--- src/rtl/ucfs_pkg.sv ---
// Shared types and constants for the UART line and COBS frame splitter.
package ucfs_pkg;

    // Sizing of the line and frame stores
    localparam int LINE_STORE_BYTES  = 128;
    localparam int FRAME_STORE_BYTES = 32;

    localparam int TEXT_CNT_W  = $clog2(LINE_STORE_BYTES);
    localparam int FRAME_CNT_W = $clog2(FRAME_STORE_BYTES + 1);
    localparam int LEN_CMP_W   = (TEXT_CNT_W > 7) ? TEXT_CNT_W : 7;

    // Byte codes and frame format
    localparam logic [7:0] COBS_NO_ZERO_CODE    = 8'hFF;
    localparam logic [7:0] REQ_TYPE_START       = 8'h01;
    localparam logic [7:0] REQ_PROTOCOL_VERSION = 8'h01;
    localparam logic [2:0] REQ_DECODED_LEN      = 3'd6;
    localparam logic [2:0] DEC_COUNT_MAX        = 3'd7;
    localparam logic [7:0] CHAR_CR              = 8'h0D;
    localparam logic [7:0] CHAR_LF              = 8'h0A;
    localparam logic [6:0] LINE_LEN_MAX         = 7'd127;

    typedef enum logic [1:0] {
        EV_TEXT     = 2'd0,
        EV_LINE_END = 2'd1,
        EV_TOO_LONG = 2'd2,
        EV_CAPTURE  = 2'd3
    } event_kind_t;

    // One result item
    typedef struct packed {
        logic        valid;
        event_kind_t kind;
        logic [7:0]  ch;
        logic [6:0]  len;
        logic [31:0] count;
    } res_t;

    // Control from the splitter to the COBS decoder
    typedef struct packed {
        logic       step;
        logic       clear;
        logic [7:0] data;
    } dec_ctrl_t;

    // Status from the COBS decoder
    typedef struct packed {
        logic        block_done;
        logic        size_ok;
        logic        header_ok;
        logic [31:0] count;
    } dec_stat_t;

endpackage

--- src/rtl/ucfs_cobs_dec.sv ---
// Streaming COBS decoder holding the first six decoded bytes of a frame.
module ucfs_cobs_dec
    import ucfs_pkg::*;
(
    input  logic      clk,
    input  logic      rst_n,
    input  dec_ctrl_t ctrl,
    output dec_stat_t stat
);

    logic [7:0] block_left_reg, block_left_next;
    logic       zero_pending_reg, zero_pending_next;
    logic [2:0] dcount_reg, dcount_next;
    logic [7:0] bytes_reg [6];
    logic       append_en;
    logic [7:0] append_val;

    // Decode one frame byte: code byte or block data
    always_comb
    begin
        block_left_next   = block_left_reg;
        zero_pending_next = zero_pending_reg;
        dcount_next       = dcount_reg;
        append_en         = 1'b0;
        append_val        = ctrl.data;
        if (ctrl.clear)
        begin
            block_left_next   = 8'd0;
            zero_pending_next = 1'b0;
            dcount_next       = 3'd0;
        end
        else if (ctrl.step)
        begin
            if (block_left_reg == 8'd0)
            begin
                append_en         = zero_pending_reg;
                append_val        = 8'd0;
                zero_pending_next = (ctrl.data != COBS_NO_ZERO_CODE);
                block_left_next   = (ctrl.data == 8'd0) ? 8'd0 : ctrl.data - 8'd1;
            end
            else
            begin
                append_en       = 1'b1;
                block_left_next = block_left_reg - 8'd1;
            end
            if (append_en && dcount_reg != DEC_COUNT_MAX)
            begin
                dcount_next = dcount_reg + 3'd1;
            end
        end
    end

    always_ff @(posedge clk or negedge rst_n)
    begin
        if (!rst_n)
        begin
            block_left_reg   <= 8'd0;
            zero_pending_reg <= 1'b0;
            dcount_reg       <= 3'd0;
        end
        else
        begin
            block_left_reg   <= block_left_next;
            zero_pending_reg <= zero_pending_next;
            dcount_reg       <= dcount_next;
        end
    end

    // Store decoded bytes at the current count
    always_ff @(posedge clk)
    begin
        for (int i = 0; i < 6; i++)
        begin
            if (!ctrl.clear && append_en && dcount_reg == 3'(i))
            begin
                bytes_reg[i] <= append_val;
            end
        end
    end

    assign stat.block_done = (block_left_reg == 8'd0);
    assign stat.size_ok    = (dcount_reg == REQ_DECODED_LEN);
    assign stat.header_ok  = (bytes_reg[0] == REQ_TYPE_START) &&
                             (bytes_reg[1] == REQ_PROTOCOL_VERSION);
    assign stat.count      = {bytes_reg[5], bytes_reg[4], bytes_reg[3], bytes_reg[2]};

`ifndef ASSERT_OFF
    a_code_one_no_data: assert property (@(posedge clk) disable iff (!rst_n)
        ctrl.step && !ctrl.clear && block_left_reg == 8'd0 && ctrl.data == 8'd1
        |=> block_left_reg == 8'd0 && zero_pending_reg)
        else $error("code byte one left block data pending");
`endif

endmodule

--- src/rtl/ucfs_splitter.sv ---
// Byte sorter: text line tracking, frame framing and event forming.
module ucfs_splitter
    import ucfs_pkg::*;
(
    input  logic       clk,
    input  logic       rst_n,
    input  logic       cfg_we,
    input  logic       cfg_data,
    input  logic       item_step,
    input  logic [7:0] item_byte,
    output res_t       res
);

    logic                   cfg_mode_reg;
    logic                   binary_reg, binary_next;
    logic [FRAME_CNT_W-1:0] frame_cnt_reg, frame_cnt_next;
    logic [TEXT_CNT_W-1:0]  text_cnt_reg, text_cnt_next;
    logic [LEN_CMP_W-1:0]   text_ext;
    logic [6:0]             len_sat;
    dec_ctrl_t              dec_ctrl;
    dec_stat_t              dec_stat;

    ucfs_cobs_dec u_dec (
        .clk   (clk),
        .rst_n (rst_n),
        .ctrl  (dec_ctrl),
        .stat  (dec_stat)
    );

    // Saturate the line length to the field range
    assign text_ext = LEN_CMP_W'(text_cnt_reg);
    assign len_sat  = (text_ext > LEN_CMP_W'(LINE_LEN_MAX)) ? LINE_LEN_MAX : 7'(text_ext);

    // Sort the item and form its event
    always_comb
    begin
        binary_next    = binary_reg;
        frame_cnt_next = frame_cnt_reg;
        text_cnt_next  = text_cnt_reg;
        res            = '0;
        dec_ctrl.step  = 1'b0;
        dec_ctrl.clear = 1'b0;
        dec_ctrl.data  = item_byte;
        if (item_step)
        begin
            if (binary_reg)
            begin
                if (item_byte == 8'd0)
                begin
                    binary_next    = 1'b0;
                    frame_cnt_next = '0;
                    text_cnt_next  = '0;
                    dec_ctrl.clear = 1'b1;
                    if (frame_cnt_reg != '0 && dec_stat.block_done &&
                        dec_stat.size_ok && dec_stat.header_ok)
                    begin
                        res.valid = 1'b1;
                        res.kind  = EV_CAPTURE;
                        res.count = dec_stat.count;
                    end
                end
                else if (frame_cnt_reg < FRAME_CNT_W'(FRAME_STORE_BYTES))
                begin
                    frame_cnt_next = frame_cnt_reg + FRAME_CNT_W'(1);
                    dec_ctrl.step  = 1'b1;
                end
                else
                begin
                    // Abandon an overlong frame and drop this byte
                    binary_next    = 1'b0;
                    frame_cnt_next = '0;
                    dec_ctrl.clear = 1'b1;
                end
            end
            else if (item_byte == 8'd0)
            begin
                binary_next    = 1'b1;
                frame_cnt_next = '0;
                text_cnt_next  = '0;
                dec_ctrl.clear = 1'b1;
            end
            else if (item_byte == CHAR_CR || item_byte == CHAR_LF)
            begin
                if (text_cnt_reg != '0)
                begin
                    text_cnt_next = '0;
                    res.valid     = 1'b1;
                    res.kind      = EV_LINE_END;
                    res.len       = len_sat;
                end
            end
            else if (text_cnt_reg < TEXT_CNT_W'(LINE_STORE_BYTES - 1))
            begin
                text_cnt_next = text_cnt_reg + TEXT_CNT_W'(1);
                res.valid     = 1'b1;
                res.kind      = EV_TEXT;
                res.ch        = item_byte;
            end
            else
            begin
                // Clear the overlong line and drop the character
                text_cnt_next = '0;
                if (cfg_mode_reg)
                begin
                    res.valid = 1'b1;
                    res.kind  = EV_TOO_LONG;
                end
            end
        end
    end

    always_ff @(posedge clk or negedge rst_n)
    begin
        if (!rst_n)
        begin
            cfg_mode_reg  <= 1'b0;
            binary_reg    <= 1'b0;
            frame_cnt_reg <= '0;
            text_cnt_reg  <= '0;
        end
        else
        begin
            if (cfg_we)
            begin
                cfg_mode_reg <= cfg_data;
            end
            binary_reg    <= binary_next;
            frame_cnt_reg <= frame_cnt_next;
            text_cnt_reg  <= text_cnt_next;
        end
    end

`ifndef ASSERT_OFF
    a_open_clears_line: assert property (@(posedge clk) disable iff (!rst_n)
        item_step && !binary_reg && item_byte == 8'd0
        |=> binary_reg && text_cnt_reg == '0 && frame_cnt_reg == '0)
        else $error("frame open did not clear line state");

    a_frame_bound: assert property (@(posedge clk) disable iff (!rst_n)
        frame_cnt_reg <= FRAME_CNT_W'(FRAME_STORE_BYTES))
        else $error("frame byte count beyond store size");

    a_text_idle_in_frame: assert property (@(posedge clk) disable iff (!rst_n)
        binary_reg |-> text_cnt_reg == '0)
        else $error("line characters pending inside a frame");
`endif

endmodule

--- src/rtl/uart_line_and_cobs_frame_splitter_unit.sv ---
// Top level: input register, splitter and result register.
//
//   channel   handshake                payload
//   -------   ----------------------   ------------------------------------------
//   input     in_valid / in_ready      rx_byte
//   result    out_valid / out_ready    event_kind, text_char, line_length,
//                                      capture_frame_count
//   config    cfg_we                   config_mode_active
//
// An accepted item is held in the input register and passes the splitter; its result is
// then loaded into the result register. One item is accepted per cycle while results are
// taken; the splitter's state update for each item sets that rate. A stalled result holds
// the input register; items with no result still wait for the result register to free.
// Reset clears all control state at once.
module uart_line_and_cobs_frame_splitter_unit
    import ucfs_pkg::*;
(
    input  logic        clk,
    input  logic        rst_n,
    input  logic        cfg_we,
    input  logic        config_mode_active,
    input  logic        in_valid,
    output logic        in_ready,
    input  logic [7:0]  rx_byte,
    output logic        out_valid,
    input  logic        out_ready,
    output logic [1:0]  event_kind,
    output logic [7:0]  text_char,
    output logic [6:0]  line_length,
    output logic [31:0] capture_frame_count
);

    logic       in_valid_reg, in_valid_next;
    logic [7:0] in_byte_reg;
    logic       out_valid_reg, out_valid_next;
    res_t       out_res_reg;
    res_t       res;
    logic       advance;

    // Advance the held item when the result register can take it
    assign advance  = in_valid_reg && (!out_valid_reg || out_ready);
    assign in_ready = !in_valid_reg || advance;

    ucfs_splitter u_split (
        .clk       (clk),
        .rst_n     (rst_n),
        .cfg_we    (cfg_we),
        .cfg_data  (config_mode_active),
        .item_step (advance),
        .item_byte (in_byte_reg),
        .res       (res)
    );

    always_comb
    begin
        in_valid_next = in_valid_reg;
        if (in_valid && in_ready)
        begin
            in_valid_next = 1'b1;
        end
        else if (advance)
        begin
            in_valid_next = 1'b0;
        end

        out_valid_next = out_valid_reg;
        if (advance)
        begin
            out_valid_next = res.valid;
        end
        else if (out_ready)
        begin
            out_valid_next = 1'b0;
        end
    end

    always_ff @(posedge clk or negedge rst_n)
    begin
        if (!rst_n)
        begin
            in_valid_reg  <= 1'b0;
            out_valid_reg <= 1'b0;
        end
        else
        begin
            in_valid_reg  <= in_valid_next;
            out_valid_reg <= out_valid_next;
        end
    end

    // Load payload registers
    always_ff @(posedge clk)
    begin
        if (in_valid && in_ready)
        begin
            in_byte_reg <= rx_byte;
        end
        if (advance)
        begin
            out_res_reg <= res;
        end
    end

    assign out_valid           = out_valid_reg;
    assign event_kind          = out_res_reg.kind;
    assign text_char           = out_res_reg.ch;
    assign line_length         = out_res_reg.len;
    assign capture_frame_count = out_res_reg.count;

`ifndef ASSERT_OFF
    a_stall_holds_item: assert property (@(posedge clk) disable iff (!rst_n)
        in_valid_reg && out_valid_reg && !out_ready |=> in_valid_reg && $stable(in_byte_reg))
        else $error("held item lost during result stall");

    a_busy_means_held: assert property (@(posedge clk) disable iff (!rst_n)
        !in_ready |-> in_valid_reg && out_valid_reg)
        else $error("input blocked with nothing held");
`endif

endmodule

--- config.mk ---
export PLATFORM = sky130hd
export DESIGN_NAME = uart_line_and_cobs_frame_splitter_unit
export DESIGN_NICKNAME = d
export VERILOG_FILES = /design/src/rtl/ucfs_pkg.sv /design/src/rtl/ucfs_cobs_dec.sv /design/src/rtl/ucfs_splitter.sv /design/src/rtl/uart_line_and_cobs_frame_splitter_unit.sv
export SDC_FILE = /design/constraint.sdc
export NUM_CORES = 1
export LEC_CHECK = 0
export BUFFER_PORTS_ARGS = -buffer_cell sky130_fd_sc_hd__clkbuf_2
export CAP_MARGIN = 20
export CORE_AREA = 2 2 87 173
export CTS_CLUSTER_DIAMETER = 200
export DETAILED_ROUTE_END_ITERATION = 6
export DIE_AREA = 0 0 89 175
export PLACE_DENSITY = 0.69
export SYNTH_ARGS = -nofsm -noshare
export SYNTH_HDL_FRONTEND = slang
export SYNTH_SLANG_ARGS = --single-unit
--- constraint.sdc ---
create_clock -name clk -period 4.9 [get_ports clk]
set_input_delay 1.47 -clock clk [delete_from_list [all_inputs] [get_ports clk]]
set_output_delay 1.47 -clock clk [all_outputs]
set_load 0.01 [all_outputs]
==> impl_metrics.ini, run 1 <==
[pwr]
p_per_area_nw_per_um2 = 510
p_sw_mw = 0.998
p_leak_nw = 2.67
p_int_mw = 2.46
pwr-share-seq_pct = 45.1
clock_power_share_pct = 37.7
p_sw_share_pct = 28.9
combPwrFrac_pct = 17.2
irDropWorstVdd_mv = 0.271

[route]
drt_iter0_drc = 253
wire_per_inst_um = 15.7
via_per_inst = 5.09
wl_mm = 10.9
postRouteAntennaNets = 0
drtPass1Iterations = 4
vias = 3529
route.detailed.drc = 0

[final_layout]
final-seq-area_um2 = 3880
largest_reg_flops = 48
antenna_cells = 0
fin_cells = 694
syn_to_final_growth_pct = 20.3
n_fill_cell = 1292
nNetsFinal = 519
layout-drive-gt1-share_pct = 22.5
postLayoutCellArea_um2 = 6780
multi_input_area_um2 = 1620
final_core_util_pct = 47.5

[sta]
finalMaxSlewViolations = 0
hold-worst-slack_ns = 0.515
fin_crit_sh_pct = 69.7
fin_tns_setup_ns = 0
max_freq_mhz = 293
period_needed_ns = 3.41
slew_headroom_pct = 48.3
hold_violations = 0
max_slew.worst_pin.slew_ns = 0.776
finalSetupViolCount = 0
rsz0062_at_grt = false
skew_ns = 0.00740

[status]
status = finished, final reports clean

[synth]
ys_ff_latch = 134
synthTopCellsByArea = edfxtp_1 (56%), dfrtp_1 (13%), and2_1 (5.2%)
ys_seq_area_share_pct = 68.8
netlist.area_leader.share_pct = 55.9
synth.distinct_cells = 52
synth_xor_area_share_pct = 1.09
synthMuxAreaShare_pct = 0.932
synth_common_cells = edfxtp_1 (105), and2_1 (47), dfrtp_1 (29)
yosys.area_share.simple_pct = 16.3
synth_top_family_by_area = simple AND/OR/NAND/NOR gates
synth_largest_area_cell = edfxtp_1
synth-edff-count = 105
syn_avg_cell_area_um2 = 13.7
synthCells = 413
synth_compound_area_share_pct = 6.86
ys.warnings.count = 0
yosys_most_used_dff = edfxtp_1
synth.most_common_cell = edfxtp_1
synth_fa_ha_area_share_pct = 3.55
synth_fp_nets = 443
synthesis.area_um2 = 5640
async_reset_ff_share_pct = 21.6

[global_route]
grt_pass1_wl_mm = 17.5
antenna_found_initial = 0
grt_usage_pct = 15.1
grt_pass1_vias = 3635
grt_max_degree = 51
grt-ovfl-total = 0

[setup_path]
worstSetupEndpointType = output pin
slowest_delay_ns = 0.14
cpMostUsedCell = clkbuf_2
cp_cell_sequence = clkbuf_2 > nor2b_1 > nand2_1 > clkbuf_2
cp_max_fo = 3
crit_buf_inv = 2
crit_arrival_ns = 1.94
required_ns = 3.43
critical_path.startpoint_type = input pin
worstSetupPathType = input pin to output pin
critPathTopFamily = simple AND/OR/NAND/NOR gates
slowest_stage = nor2b_1

[floorplan]
die_h_um = 175
initial_utilization_pct = 39.5
row_count = 62
core_um2 = 14300
dieArea_um2 = 15600
fp.dieW_um = 89
pin_count = 65

[clocking]
h-tree-depth = 4
cts_resized = 0
root_buffer = clkbuf_16
clk_latency_ns = 0.41
cts_tree = yes
clockBufferDepth = 2
cts_made_buffers = 17
clk_pin_slew_ns = 0.06
postCtsHoldBufs = 0
clock_sinks = 134
cts_setup_buffers = 0

[placed_design]
routabilityCongestion = 0.919
dpl.hpwl_mm = 8.04
dp.cells = 662
portBuffers = 64
placed_cell_area_um2 = 6170

[job]
maxCapViolCount = 0

[worst_hold_path]
hp-class = flip-flop to flip-flop
cells in the final DEF (no fill, tap or decap), types with 6 or more instances in the layout:
| cell | synthesis | routed |
|---|---|---|
| a21oi_1 | 12 | 12 |
| and2_1 | 47 | 47 |
| and3_1 | 6 | 6 |
| clkbuf_16 | 0 | 17 |
| clkbuf_2 | 0 | 64 |
| dfrtp_1 | 29 | 29 |
| edfxtp_1 | 105 | 105 |
| ha_1 | 16 | 16 |
| inv_1 | 19 | 18 |
| nand2_1 | 19 | 19 |
| nand3_1 | 7 | 7 |
| nor2_1 | 28 | 28 |
| nor2b_1 | 8 | 8 |
| nor3_1 | 14 | 14 |
| nor4_1 | 6 | 6 |
| o21ai_0 | 17 | 17 |
| or4_1 | 6 | 6 |
| xnor2_1 | 6 | 6 |
cell families (layout without fill, tap and decap cells):
kind of cell,Yosys count,count (layout)
AO/OA/AOI/OAI,59,59
XOR/XNOR,7,7
adder cells (fa/ha/maj),16,16
buffers and inverters,31,120
flip-flops,134,134
multiplexers,5,5
AND/OR/NAND/NOR,161,161
power groups by stage:
stage	combinational (mW)	clock, mW	sequential (mW)
2_1_floorplan	0.378	0	1.57
3_3_place_gp	0.574	0	1.57
3_5_place_dp	0.595	0	1.58
4_1_cts	0.599	1.32	1.56
5_1_grt	0.671	1.37	1.59
6_report	0.593	1.30	1.56
metrics by stage:
stage,worst slack [ns],power [mW]
after CTS,1.47,3.48
after floorplan,1.26,1.95
after global placement,1.50,2.14
final,1.49,3.46
after global routing,1.40,3.62
after detailed placement,1.48,2.18
per-layer routing:
metal	track usage, %	share of wire [%]
met5	0	0
met4	10.4	5.1
met3	3.45	3.5
met2	26.8	57
met1	14.6	35
worst paths after layout:
path	from	endpoint	slack [ns]	cells after the start
max	out_ready	in_ready	1.49	4
min	u_split.u_dec.bytes_reg[4][3]$_DFFE_PP_	capture_frame_count[19]$_SDFFCE_PN0P_	0.51	1
max reg2reg	in_byte_reg[1]$_DFFE_PP_	u_split.u_dec.bytes_reg[4][5]$_DFFE_PP_	1.91	6
min reg2reg	u_split.u_dec.bytes_reg[4][3]$_DFFE_PP_	capture_frame_count[19]$_SDFFCE_PN0P_	0.51	1
max in group asynchronous	rst_n	u_split.frame_cnt_reg[0]$_DFFE_PN0P_	3.27	1
min in group asynchronous	rst_n	u_split.text_cnt_reg[4]$_DFFE_PN0P_	1.13	1
layout make-up:
| cell class | count | area share, % |
|---|---|---|
| flip-flops and latches | 134 | 57.2 |
| repair buffers | 69 | 5.28 |
| well taps | 192 | 3.54 |
| inverters | 19 | 1.05 |
| clock inverters | 15 | 2.80 |
| clock buffers | 17 | 6.27 |
| multi-input cells | 248 | 23.9 |
Power figures use the tool's default switching activity.
==> inputs of run 2 (changes only) <==
- PLACE_DENSITY: 0.69 -> 0.71
- clock period: 4.9 -> 2.8 ns (I/O delays scaled with it)
==> run 2 against run 1 <==
Effect of this change:
- power rose by 75%
- clock skew rose by 0.0024 ns
- count of clock-buffer cells in the layout did not move
- worst setup slack got worse by 1.3 ns
- critical path depth rose by 3
- highest routed layer unchanged
==> impl_metrics.ini, run 2 (synthesis results as in run 1) <==
[route]
via_per_inst = 5.06
vias = 3579
route.detailed.drc = 0
wire_per_inst_um = 16.8
drt_iter0_drc = 247
wl_mm = 11.9
drtPass1Iterations = 4
postRouteAntennaNets = 0

[pwr]
p_leak_nw = 2.74
p_sw_share_pct = 30.8
clock_power_share_pct = 36.9
p_sw_mw = 1.86
combPwrFrac_pct = 18.3
irDropWorstVdd_mv = 0.476
pwr-share-seq_pct = 44.8
fin_total_pwr_mw = 6.06
p_per_area_nw_per_um2 = 877
p_int_mw = 4.20

[floorplan]
die_h_um = 175
fp.dieW_um = 89
core_um2 = 14300
initial_utilization_pct = 39.5
row_count = 62
dieArea_um2 = 15600
pin_count = 65

[global_route]
grt-ovfl-total = 0
grt_pass1_vias = 3643
grt_pass1_wl_mm = 18.8
grt_usage_pct = 16.6
grt_max_degree = 52
antenna_found_initial = 0

[setup_path]
worstSetupEndpointType = flip-flop
worstSetupPathType = flip-flop to flip-flop
slowest_stage = nor2b_1
required_ns = 2.93
slowest_delay_ns = 0.52
crit_arrival_ns = 2.79
cp_cell_sequence = inv_1 > ha_1 > or3b_2 > o2111ai_1 > nor2_1 > buf_4 > nor2b_1
critical_path.startpoint_type = flip-flop
cp_max_fo = 9

[sta]
fin_tns_setup_ns = 0
max_freq_mhz = 376
finalSetupViolCount = 0
skew_ns = 0.00982
rsz0062_at_grt = false
fin_crit_sh_pct = 95.1
slew_headroom_pct = 45.6
finalMaxSlewViolations = 0
hold_violations = 0
period_needed_ns = 2.66
max_slew.worst_pin.slew_ns = 0.816

[clocking]
clk_latency_ns = 0.42
h-tree-depth = 4
cts_made_buffers = 17
clockBufferDepth = 2
clk_pin_slew_ns = 0.06
root_buffer = clkbuf_16
cts_tree = yes
clock_sinks = 134
postCtsHoldBufs = 0

[final_layout]
postLayoutCellArea_um2 = 6910
n_fill_cell = 1259
mostFrequentLayoutCell = edfxtp_1
syn_to_final_growth_pct = 22.6
layout-drive-gt1-share_pct = 25.2
antenna_cells = 0
final_cell_mix = edfxtp_1 (105), clkbuf_2 (64), and2_1 (47), dfrtp_1 (29), nor2_1 (28)
nNetsFinal = 533
largest_reg_flops = 48

[placed_design]
dpl.hpwl_mm = 8.71
routabilityCongestion = 0.837
placed_cell_area_um2 = 6300
portBuffers = 64

[worst_hold_path]
hp-class = input pin to asynchronous set/reset pin

[status]
status = finished, final reports clean

[job]
maxCapViolCount = 0
## run 2: cell count changes in the layout (fill, tap and decap cells not counted)
cell and delta:
nor2b_2 +2, inv_2 -1, clkinv_4 -3, buf_4 +12
inv_6 -1, clkinv_8 +2, bufinv_16 -2, clkinvlp_4 +1
buf_12 +2, inv_8 +5, nor2b_1 -2, clkinv_1 -1
## run 2: layout make-up
class                           count  area (um^2)  area share (%)
Sequential cell                   134         3880            56.1
Multi-Input combinational cell    248         1620            23.5
Timing Repair Buffer               83          488            7.06
Clock buffer                       17          425            6.15
Tap cell                          192          240            3.48
Clock inverter                     15          180            2.61
Inverter                           19         75.1            1.09
## run 2: repair_timing
| action | 4_1_cts | 5_1_grt |
|---|---|---|
| endpoints found under the setup margin | 0 | 10 |
| resized for setup | 0 | 2 |
| buffers inserted | 0 | 0 |
## run 2: final timing paths
kind                                                               from                                          end  slack, ns  cells after the start
worst max register to register                 in_byte_reg[0]$_DFFE_PP_      u_split.u_dec.bytes_reg[1][4]$_DFFE_PP_       0.14                      7
min in group clk                u_split.u_dec.bytes_reg[3][7]$_DFFE_PP_        capture_frame_count[15]$_SDFFCE_PN0P_       0.51                      1
worst max-delay path                           in_byte_reg[0]$_DFFE_PP_      u_split.u_dec.bytes_reg[1][4]$_DFFE_PP_       0.14                      7
worst min-delay path                                              rst_n             u_split.cfg_mode_reg$_DFFE_PN0P_       0.49                      1
max in group asynchronous                                         rst_n  u_split.u_dec.block_left_reg[5]$_DFFE_PN0P_       1.78                      1
worst min register to register  u_split.u_dec.bytes_reg[3][7]$_DFFE_PP_        capture_frame_count[15]$_SDFFCE_PN0P_       0.51                      1
## run 2: power groups by stage
stage | logic (mW) | clock network (mW) | registers [mW]
6_report | 1.11 | 2.24 | 2.72
5_1_grt | 1.25 | 2.34 | 2.76
4_1_cts | 1.12 | 2.27 | 2.72
3_5_place_dp | 1.10 | 0 | 2.76
3_3_place_gp | 1.07 | 0 | 2.75
2_1_floorplan | 0.663 | 0 | 2.74
## run 2: worst max-delay path: cells and delay by family, from the launching register on
kind	cells	cell delay (ns)
AO/OA/AOI/OAI	1	0.35
adder cells (fa/ha/maj)	1	0.16
buffers and inverters	2	0.29
flip-flops	1	0.49
AND/OR/NAND/NOR	3	1.08
## run 2: routing by layer
| layer | wire length (um) | track usage, % | up-vias |
|---|---|---|---|
| met4 | 553 | 9.95 | 0 |
| li1 | - | - | 1699 |
| met2 | 6990 | 30.7 | 101 |
| met3 | 398 | 4.16 | 28 |
| met1 | 3950 | 15.5 | 1751 |
| met5 | 0 | 0 | - |
## run 2: per-stage QoR
step | setup WS, ns | util, % | std cells | hold WS [ns]
3_3_place_gp | 0.201 | 44.1 | 676 | 0.503
6_report | 0.137 | 48.4 | 708 | 0.493
5_1_grt | 0.0333 | 48.4 | 708 | 0.530
3_5_place_dp | 0.166 | 44.1 | 676 | 0.503
4_1_cts | 0.145 | 48.4 | 708 | 0.515
2_1_floorplan | 0.0565 | - | 413 | 0.485
